--- config.mk ---
export PLATFORM = sky130hd
export DESIGN_NAME = riscv_trap_interrupt_unit
export DESIGN_NICKNAME = d
export VERILOG_FILES = /design/src/rvtiu_pkg.sv /design/src/rvtiu_trap_core.sv /design/src/riscv_trap_interrupt_unit.sv
export SDC_FILE = /design/constraint.sdc
export NUM_CORES = 1
export LEC_CHECK = 0
export BUFFER_PORTS_ARGS = -buffer_cell sky130_fd_sc_hd__buf_4
export CAP_MARGIN = 5
export CELL_PAD_IN_SITES_DETAIL_PLACEMENT = 1
export CELL_PAD_IN_SITES_GLOBAL_PLACEMENT = 2
export CORE_MARGIN = 2
export CORE_UTILIZATION = 31
export DETAILED_ROUTE_END_ITERATION = 10
export PLACE_DENSITY = 0.8
export SLEW_MARGIN = 20
export SYNTH_ARGS = -nofsm -noshare
export SYNTH_HDL_FRONTEND = slang
export SYNTH_SLANG_ARGS = --single-unit
--- constraint.sdc ---
create_clock -name clk -period 8.7 [get_ports clk]
set_input_delay 0.87 -clock clk [delete_from_list [all_inputs] [get_ports clk]]
set_output_delay 0.87 -clock clk [all_outputs]
set_load 0.05 [all_outputs]
--- src/rvtiu_pkg.sv ---
// Package for the RV64 trap and interrupt unit: item and state types,
// register indexes, privilege codes and the shared trap helper functions.
// No dependencies.
package rvtiu_pkg;

  // Privilege modes
  localparam logic [1:0] PRIV_U    = 2'd0;
  localparam logic [1:0] PRIV_S    = 2'd1;
  localparam logic [1:0] PRIV_RSVD = 2'd2;
  localparam logic [1:0] PRIV_M    = 2'd3;

  // Item commands
  localparam logic CMD_RETIRE = 1'b0;
  localparam logic CMD_SET    = 1'b1;

  // Configuration register indexes
  localparam int unsigned CFG_INDEX_W = 3;
  localparam logic [CFG_INDEX_W-1:0] CFG_MTVEC   = 3'd0;
  localparam logic [CFG_INDEX_W-1:0] CFG_STVEC   = 3'd1;
  localparam logic [CFG_INDEX_W-1:0] CFG_MEDELEG = 3'd2;
  localparam logic [CFG_INDEX_W-1:0] CFG_MIDELEG = 3'd3;
  localparam logic [CFG_INDEX_W-1:0] CFG_MIE     = 3'd4;

  // tvec mode field
  localparam logic [1:0] TVEC_VECTORED = 2'd1;

  // mip bit positions of the external lines
  localparam logic [3:0] IRQ_MEI = 4'd11;
  localparam logic [3:0] IRQ_SEI = 4'd9;
  localparam logic [3:0] IRQ_MSI = 4'd3;
  localparam logic [3:0] IRQ_MTI = 4'd7;

  // Interrupt priority, highest first: MEI MSI MTI SEI SSI STI UEI USI UTI
  localparam int unsigned IRQ_COUNT = 9;
  localparam logic [3:0] IRQ_ORDER [IRQ_COUNT] =
    '{4'd11, 4'd3, 4'd7, 4'd9, 4'd1, 4'd5, 4'd8, 4'd0, 4'd4};

  // Status bit positions
  localparam int unsigned ST_MIE  = 0;
  localparam int unsigned ST_MPIE = 1;
  localparam int unsigned ST_MPP  = 2;
  localparam int unsigned ST_SIE  = 4;
  localparam int unsigned ST_SPIE = 5;
  localparam int unsigned ST_SPP  = 6;

  typedef struct packed {
    logic        command;
    logic        exception_valid;
    logic [3:0]  exception_cause;
    logic [63:0] exception_value;
    logic [63:0] instruction_pc;
    logic [63:0] next_pc;
    logic        pending_update;
    logic        ext_meip;
    logic        ext_seip;
    logic        ext_msip;
    logic        ext_mtip;
    logic [3:0]  status_word;
  } in_item_t;

  typedef struct packed {
    logic [63:0] resume_pc;
    logic [1:0]  privilege;
    logic        exception_taken;
    logic        exception_to_supervisor;
    logic        interrupt_taken;
    logic [3:0]  interrupt_cause;
    logic        interrupt_to_supervisor;
    logic [63:0] trap_epc;
    logic [63:0] trap_cause_word;
    logic [63:0] trap_value;
    logic [6:0]  status_bits;
    logic [11:0] pending_bits;
  } out_item_t;

  typedef struct packed {
    logic [1:0]  priv;
    logic [6:0]  status;
    logic [11:0] pending;
  } hart_state_t;

  typedef struct packed {
    logic [63:0] mtvec;
    logic [63:0] stvec;
    logic [15:0] medeleg;
    logic [11:0] mideleg;
    logic [11:0] mie;
  } trap_cfg_t;

  typedef struct packed {
    logic       found;
    logic [3:0] cause;
  } irq_pick_t;

  // Highest-priority set bit in the fixed interrupt order
  function automatic irq_pick_t pick_irq(logic [11:0] bits);
    irq_pick_t res;
    res = '0;
    for (int i = IRQ_COUNT - 1; i >= 0; i--) begin
      if (bits[IRQ_ORDER[i]]) begin
        res.found = 1'b1;
        res.cause = IRQ_ORDER[i];
      end
    end
    return res;
  endfunction

  // Direct base, or base + 4*cause for interrupts in vectored mode
  function automatic logic [63:0] vector_target(logic [63:0] tvec, logic intr,
                                                logic [3:0] cause);
    logic [63:0] base;
    base = {tvec[63:2], 2'b00};
    if (intr && tvec[1:0] == TVEC_VECTORED) begin
      base = base + {58'd0, cause, 2'b00};
    end
    return base;
  endfunction

  // Status update on trap entry: stack xIE into xPIE, save mode into xPP
  function automatic logic [6:0] trap_status(logic [6:0] st, logic [1:0] old,
                                             logic to_s);
    logic [6:0] res;
    res = st;
    if (to_s) begin
      res[ST_SPIE] = st[ST_SIE];
      res[ST_SIE]  = 1'b0;
      res[ST_SPP]  = old[0];
    end else begin
      res[ST_MPIE]         = st[ST_MIE];
      res[ST_MIE]          = 1'b0;
      res[ST_MPP+1:ST_MPP] = old;
    end
    return res;
  endfunction

endpackage

--- src/rvtiu_trap_core.sv ---
// Trap decision logic for one item: pending latch, exception entry, then
// interrupt selection and entry. Purely combinational; uses rvtiu_pkg.
module rvtiu_trap_core (
  input  rvtiu_pkg::hart_state_t state,
  input  rvtiu_pkg::trap_cfg_t   cfg,
  input  rvtiu_pkg::in_item_t    item,
  output rvtiu_pkg::hart_state_t state_next,
  output rvtiu_pkg::out_item_t   result
);

  logic [11:0]           pend1;
  logic                  exc_to_s;
  logic [1:0]            priv1;
  logic [6:0]            st1;
  logic [63:0]           pc1;
  logic [11:0]           ints;
  logic [11:0]           und_ints;
  logic [11:0]           del_ints;
  rvtiu_pkg::irq_pick_t  und_pick;
  rvtiu_pkg::irq_pick_t  del_pick;
  logic                  irq_found;
  logic                  irq_to_s;
  logic [3:0]            irq_cause;

  always_comb begin
    // pending lines
    pend1 = state.pending;
    if (item.pending_update) begin
      pend1[rvtiu_pkg::IRQ_MEI] = item.ext_meip;
      pend1[rvtiu_pkg::IRQ_SEI] = item.ext_seip;
      pend1[rvtiu_pkg::IRQ_MSI] = item.ext_msip;
      pend1[rvtiu_pkg::IRQ_MTI] = item.ext_mtip;
    end

    // synchronous exception
    exc_to_s = (state.priv != rvtiu_pkg::PRIV_M) &&
               cfg.medeleg[item.exception_cause];
    if (item.exception_valid) begin
      st1   = rvtiu_pkg::trap_status(state.status, state.priv, exc_to_s);
      priv1 = exc_to_s ? rvtiu_pkg::PRIV_S : rvtiu_pkg::PRIV_M;
      pc1   = rvtiu_pkg::vector_target(exc_to_s ? cfg.stvec : cfg.mtvec, 1'b0,
                                       item.exception_cause);
    end else begin
      st1   = state.status;
      priv1 = state.priv;
      pc1   = item.next_pc;
    end

    // interrupt choice on the post-exception mode and status
    ints     = pend1 & cfg.mie;
    und_ints = ints & ~cfg.mideleg;
    del_ints = ints & cfg.mideleg;
    und_pick = rvtiu_pkg::pick_irq(und_ints);
    del_pick = rvtiu_pkg::pick_irq(del_ints);
    irq_found = 1'b0;
    irq_to_s  = 1'b0;
    irq_cause = und_pick.cause;
    if (priv1 == rvtiu_pkg::PRIV_M) begin
      irq_found = st1[rvtiu_pkg::ST_MIE] && und_pick.found;
    end else if (und_pick.found) begin
      irq_found = 1'b1;
    end else if (priv1 == rvtiu_pkg::PRIV_U || st1[rvtiu_pkg::ST_SIE]) begin
      irq_found = del_pick.found;
      irq_to_s  = del_pick.found;
      irq_cause = del_pick.cause;
    end
  end

  always_comb begin
    state_next = state;
    result     = '0;
    result.resume_pc = item.next_pc;
    if (item.command == rvtiu_pkg::CMD_SET) begin
      if (item.status_word[1:0] != rvtiu_pkg::PRIV_RSVD) begin
        state_next.priv = item.status_word[1:0];
      end
      state_next.status[rvtiu_pkg::ST_MIE] = item.status_word[2];
      state_next.status[rvtiu_pkg::ST_SIE] = item.status_word[3];
    end else begin
      state_next.priv    = priv1;
      state_next.status  = st1;
      state_next.pending = pend1;
      result.resume_pc   = pc1;
      if (item.exception_valid) begin
        result.exception_taken         = 1'b1;
        result.exception_to_supervisor = exc_to_s;
        result.trap_epc                = item.instruction_pc;
        result.trap_cause_word         = {60'd0, item.exception_cause};
        result.trap_value              = item.exception_value;
      end
      if (irq_found) begin
        state_next.priv   = irq_to_s ? rvtiu_pkg::PRIV_S : rvtiu_pkg::PRIV_M;
        state_next.status = rvtiu_pkg::trap_status(st1, priv1, irq_to_s);
        state_next.pending[irq_cause] = 1'b0;
        result.resume_pc  = rvtiu_pkg::vector_target(
                              irq_to_s ? cfg.stvec : cfg.mtvec, 1'b1, irq_cause);
        result.interrupt_taken         = 1'b1;
        result.interrupt_cause         = irq_cause;
        result.interrupt_to_supervisor = irq_to_s;
        // interrupt epc/tval is the pc after any exception entry this step
        result.trap_epc                = pc1;
        result.trap_cause_word         = {1'b1, 59'd0, irq_cause};
        result.trap_value              = pc1;
      end
    end
    result.privilege    = state_next.priv;
    result.status_bits  = state_next.status;
    result.pending_bits = state_next.pending;
  end

endmodule

--- src/riscv_trap_interrupt_unit.sv ---
// Top level of the RV64 trap and interrupt unit: input register, hart state,
// configuration registers, output register. Uses rvtiu_pkg, rvtiu_trap_core.
// Items pass from the input register to the output register at 1 item/cycle
// while the result is not stalled. A stalled result holds the input register.
// The combinational decode path between input and output register sets the rate;
// hart state updates as an item moves into the output register.
// Reset (sync, active high): machine mode, status/pending/config cleared.
module riscv_trap_interrupt_unit (
  input  logic                                  clk,
  input  logic                                  rst,
  input  logic                                  in_valid,
  output logic                                  in_ready,
  input  rvtiu_pkg::in_item_t                   in_item,
  output logic                                  out_valid,
  input  logic                                  out_ready,
  output rvtiu_pkg::out_item_t                  out_item,
  input  logic                                  cfg_write,
  input  logic [rvtiu_pkg::CFG_INDEX_W-1:0]     cfg_index,
  input  logic [63:0]                           cfg_data
);

  rvtiu_pkg::in_item_t    s1_item;
  logic                   s1_valid;
  logic                   s1_fire;
  rvtiu_pkg::hart_state_t hart;
  rvtiu_pkg::hart_state_t hart_next;
  rvtiu_pkg::trap_cfg_t   cfg;
  rvtiu_pkg::out_item_t   result;

  assign s1_fire  = s1_valid && (!out_valid || out_ready);
  assign in_ready = !s1_valid || s1_fire;

  always_ff @(posedge clk) begin
    if (rst) begin
      s1_valid <= 1'b0;
    end else if (in_ready) begin
      s1_valid <= in_valid;
    end
    if (in_ready && in_valid) begin
      s1_item <= in_item;
    end
  end

  always_ff @(posedge clk) begin
    if (rst) begin
      cfg <= '0;
    end else if (cfg_write) begin
      unique case (cfg_index)
        rvtiu_pkg::CFG_MTVEC:   cfg.mtvec   <= cfg_data;
        rvtiu_pkg::CFG_STVEC:   cfg.stvec   <= cfg_data;
        rvtiu_pkg::CFG_MEDELEG: cfg.medeleg <= cfg_data[15:0];
        rvtiu_pkg::CFG_MIDELEG: cfg.mideleg <= cfg_data[11:0];
        rvtiu_pkg::CFG_MIE:     cfg.mie     <= cfg_data[11:0];
        default: ;
      endcase
    end
  end

  rvtiu_trap_core u_core (
    .state      (hart),
    .cfg        (cfg),
    .item       (s1_item),
    .state_next (hart_next),
    .result     (result)
  );

  always_ff @(posedge clk) begin
    if (rst) begin
      hart.priv    <= rvtiu_pkg::PRIV_M;
      hart.status  <= '0;
      hart.pending <= '0;
      out_valid    <= 1'b0;
    end else begin
      if (s1_fire) begin
        hart <= hart_next;
      end
      if (s1_fire) begin
        out_valid <= 1'b1;
      end else if (out_ready) begin
        out_valid <= 1'b0;
      end
    end
    if (s1_fire) begin
      out_item <= result;
    end
  end

  // the reserved mode code never becomes current
  assert property (@(posedge clk) disable iff (rst)
    out_valid |-> out_item.privilege != rvtiu_pkg::PRIV_RSVD)
    else $error("reserved privilege reported");

  // a taken interrupt has its pending bit cleared in the same result
  assert property (@(posedge clk) disable iff (rst)
    out_valid && out_item.interrupt_taken |->
      ((out_item.pending_bits >> out_item.interrupt_cause) & 12'd1) == 12'd0)
    else $error("taken interrupt still pending");

  // exception delegated to S ends in S mode unless an interrupt follows
  assert property (@(posedge clk) disable iff (rst)
    out_valid && out_item.exception_to_supervisor && !out_item.interrupt_taken |->
      out_item.privilege == rvtiu_pkg::PRIV_S)
    else $error("delegated exception not in S mode");

  // hart state only moves when an item is processed
  assert property (@(posedge clk) disable iff (rst)
    !s1_fire |=> $stable(hart))
    else $error("hart state changed without an item");

endmodule

# After elaboration in Yosys (flattened, before gate mapping)
# Index checks and enable logic that the tools add are counted.
[word_totals]
regBits = 683
in_bits = 279
out_inout_bits = 287
word_cells = 137
[op_classes]
n_addsub = 1
magnitude_cmp = 3
n_eq_ne = 8
n_mux = 61
bitwise = 8
reduce_logical = 21
[ops]
columns = ["cell", "n"]
rows = [
  ["$mux 64", 6],
  ["$mux 198", 1],
  ["$mux 192", 1],
  ["$mux 5", 18],
  ["$add 64x6->64", 1],
  ["$and 12x12->12", 4],
  ["$not 12->12", 2],
  ["$mux 21", 1],
  ["$mux 4", 5],
  ["$mux 1", 15],
  ["$mux 2", 7],
  ["$mux 12", 1],
  ["$lt 4x5->1 const B", 2],
  ["$reduce_and 2->1", 5],
  ["$mux 3", 3],
  ["$mux 7", 1],
  ["$eq 3x2->1 const B", 2],
  ["$reduce_or 2->1", 3],
  ["$logic_and 1x1->1", 5],
  ["$bmux 1 s4", 1],
  ["$demux 1 s4", 1],
  ["$ge 4x1->1 const B", 1],
  ["$ne 2x2->1 const B", 2],
  ["$eq 3x1->1 const B", 1],
  ["9 further kinds", 13],
]

# Longest topological paths before layout
[depth]
word_depth = 23
ltp_mapped = 24
depth_no_buf = 17

# Hierarchy
# Synthesis repeated with hierarchy kept, for this count alone.
[unflattened]
hier_cells = 2858
hier_area_um2 = 30510.5
[modules_own_cells]
columns = ["mod", "n_inst", "cells_each", "area_per_inst_um2", "seq_area_each_um2"]
rows = [
  ["riscv_trap_interrupt_unit", 1, 1330, 21571.9, 18597.8],
  ["rvtiu_trap_core", 1, 1528, 8938.6, 0.0],
]

# Worst setup path before layout
# Ideal clock, no wire load.
[synth_path]
path_kind = "in2reg"
start = "in out_ready"
end = "reg hart[16] (netlist name)"
t_arrival_ps = 7981
t_required_ps = 8222
slack_ps = 241
path_stages = 6
path_cell_list = "nor2b_1 > nand2b_1 > clkbuf_1 > inv_1 > clkbuf_1 > a311oi_1"
[synth_via]
elab_chain_cells = 2
[synth_rtl]
columns = ["element", "line_no", "source"]
rows = [
  ["from (decl)", "riscv_trap_interrupt_unit.sv:15", "input logic out_ready,"],
  ["$logic_or 1x1->1", "riscv_trap_interrupt_unit.sv:30", "assign s1_fire = s1_valid && (!out_valid || out_ready);"],
  ["$logic_and 1x1->1", "riscv_trap_interrupt_unit.sv:30", ""],
  ["named net s1_fire", "riscv_trap_interrupt_unit.sv:24", "logic s1_fire;"],
  ["to (signal assigned)", "riscv_trap_interrupt_unit.sv:75", "hart <= hart_next;"],
  ["to (decl)", "riscv_trap_interrupt_unit.sv:25", "rvtiu_pkg::hart_state_t hart;"],
]
# The timed path passes the listed nets, and every way through them passes these cells.
# A chain may end at the register's enable or synchronous reset.

==> results.md <==
- Simple-gate share of the synthesized area: 17.9%
- Avg WL per Cell: 26.3 um
- Residual DRC count: 0
- Post-synthesis adder-cell area fraction: 0.247%
- H-tree Lvls: 3
- Sequential-to-total area share from yosys stat: 58.8%
- Unrepaired setup endpoints after global routing: false
- Mapped Cells: 2839
- IO Count: 566
- CP max FO: 18
- Leakage power: 12.8 nW
- Post-route clock skew: 0.0244 ns
- Fmax: 171 MHz
- CTS resizes: 0
- Core area: 90400 um2
- Min Hold Slack: 0.395 ns
- Tot GR Track Use: 24.3%
- Post-synth top cells: 726 x nand2_1, 432 x edfxtp_1, 359 x a21oi_1
- Number of max-cap violations: 0
- Vias in the first global route: 23400
- Initial Utilization: 31.4%
- Final WS setup: 2.85 ns
- Tcrit/Tclk final: 67.2%
- Syn_area_per_cell: 10.0 um2
- Synth area leaders: edfxtp_1 46%, dfxtp_1 13%, nand2_1 9.6%
- DP HPWL: 87100 um
- Root Buffer: clkbuf_16
- ANT nets after route: 0
- Worst Tran Pin Value: 1.15 ns
- Synth Register Bits: 617
- Largest family of logic cells by synthesized area: simple AND/OR/NAND/NOR gates
- Finished Cell Area: 35400 um2
- Initial antenna violation count: 12
- Fin. max-slew vios: 0
- HP Start: in_item[122]
- Vias per cell: 5.34
- Setup TNS: 0 ns
- Peak VDD IR: 0.141 mV
- Xor-xnor portion of the synthesized cell area: 2.25%
- Worst-path clk slew: 0.06 ns
- Die area: 94000 um2
- Register area: 16700 um2
- Power Density: 207 nW/um2
- Slew headroom: 23.1%
- Cts hold-fix bufs: 0
- Drt pass-1 iters: 5
- HP Class: in2reg
- Pre-CTS WS: 3.03 ns
- Row cnt: 110
- Overflow after GRT: 0
- Cell Area, Synth: 28400 um2
- Buffers on Ports: 506
- Drt total wl: 118000 um
- Setup Buffers After CTS: 0
- CP Data Arrival Time: 6.16 ns
- R2R Path Start: s1_item[8]$_DFFE_PP_
- Layout cells sized above 1: 21.3%
- Clock Path Buffers: 3
- Synth Warn #: 0
- Primary FF master, synth: edfxtp_1
- Worst-Skew Late Latency: 0.65 ns
- Ys async rst share: 0%
- DRT iter0 DRCs: 2451
- Nets@finish: 3544
- Yosys top cell area share: 45.7%
- EDFF count, synth: 432
- Crit path from: s1_item[8]$_DFFE_PP_
- Synth Area in Compound Gates: 13.1%
- Via count: 24000
- GPL Wtd Cong: 0.919
- Critical Path Start Type: flip-flop
- Final Setup Violations: 0
- Chip height: 307 um
- Top-count cell post-synth: nand2_1
- Mux cell area share after synthesis: 3.00%
- Final min period: 5.85 ns
- CP Class: reg2reg
- Clock tree from TritonCTS: yes
- Layout area overhead: 24.7%
- Final hold violations: 0
- First-pass GRT wire length: 168000 um
- DP Area: 32900 um2
- Synth cell types: 86
- FILL cells: 10200
- Cell type with the largest total area after synthesis: edfxtp_1
- CTS Sinks: 617
- Die Span X: 307 um
- Critical Path End Type: flip-flop
- Largest net degree at the start of global routing: 146
- Status: complete, no violations
- TritonCTS buffer count: 74
- Area occupied by multi-input gates: 10600 um2
- Worst Path Required: 9.01 ns
==> flip-flops by register name (all words and copies together), names as in the netlist <==
register,flops
s1_item,207
cfg,162
s1_valid,1
out_valid,1
out_item,225
hart,21
==> worst paths after layout <==
check	end	slack [ns]	cells past startpoint
hold reg to reg	out_item[10]$_DFFE_PP_	0.44	0
setup / recovery	out_item[270]$_DFFE_PP_	2.85	14
setup reg to reg	out_item[270]$_DFFE_PP_	2.85	14
hold / removal	s1_item[122]$_DFFE_PP_	0.39	1
==> routing by layer <==
metal  global-route usage [%]  part of all wire, %  up-vias  routed length, um
met3                     5.49                  7.9      166               9310
met1                     34.5                   45    12000              53500
li1                         -                    -    10900                  -
met4                     6.90                  2.4       22               2880
met5                        0                 0.11        -                133
met2                     37.1                   44      962              52400
==> cells in the final DEF, fill, tap and decap left out, types with 10 or more instances in the layout <==
cell       count
nor2b_1       11
and3_1        26
inv_1         26
a31oi_1       63
xnor2_1       50
dfxtp_1      185
nor3_1        34
buf_4        533
and4_1        13
or2_2         13
clkinv_2      10
edfxtp_1     432
xor2_1        23
a2bb2oi_1     13
clkbuf_1      18
a211oi_1      20
nor4_1        30
a21oi_1      359
mux2_2        16
nand2_1      725
nand3_1       64
mux2i_1       53
nand4_1       41
nand3b_1      10
o21ai_0       53
clkbuf_16     74
nor2_1       145
conb_1        59
o31a_1        11
==> logic make-up after synthesis <==
family,count (synthesis)
flops,617
other cells,1
fa+ha+maj,5
simple gates,1163
buf+inv,279
mux,76
compound gates,625
xor+xnor,73
==> report_power, final <==
| group | switching [W] | internal, W | leakage (nW) | total (W) |
|---|---|---|---|---|
| sequential | 0.0000867 | 0.00330 | 5.63 | 0.00338 |
| clock | 0.00134 | 0.00182 | 1.18 | 0.00315 |
| combinational | 0.000547 | 0.000231 | 6.03 | 0.000778 |
| total | 0.00197 | 0.00534 | 12.8 | 0.00731 |
==> metrics by stage <==
stage / utilization [%] / cells / total power, W
after global placement: 36.4 / 4359 / 0.00421
after detailed placement: 36.4 / 4359 / 0.00422
final: 39.1 / 4498 / 0.00731
after floorplan: - / 2897 / 0.00391
after CTS: 39.1 / 4496 / 0.00737
after global routing: 39.1 / 4498 / 0.00753
==> area by class of cell <==
| type | instances | area share (%) |
|---|---|---|
| Multi-Input combinational cell | 2001 | 30.0 |
| Clock buffer | 97 | 5.62 |
| Timing Repair Buffer | 537 | 11.5 |
| Tap cell | 1176 | 4.16 |
| Inverter | 29 | 0.329 |
| Antenna cell | 1 | 0.00707 |
| Clock inverter | 40 | 1.25 |
| Sequential cell | 617 | 47.1 |
==> critical path, cell delays in order (launching register included) <==
cell      delay (ns)
edfxtp_1        0.57
mux2_2          0.46
a32o_1          0.30
nor3_4          0.51
nand3_2         0.53
mux2_2          0.48
ha_1            0.34
o21ai_0         0.15
o21bai_1        0.17
buf_4           0.27
nand4_1         0.27
nor3_1          0.60
mux2i_1         0.30
xnor2_1         0.40
a222oi_1        0.14
Note: power is estimated with default switching activity, not from simulation.
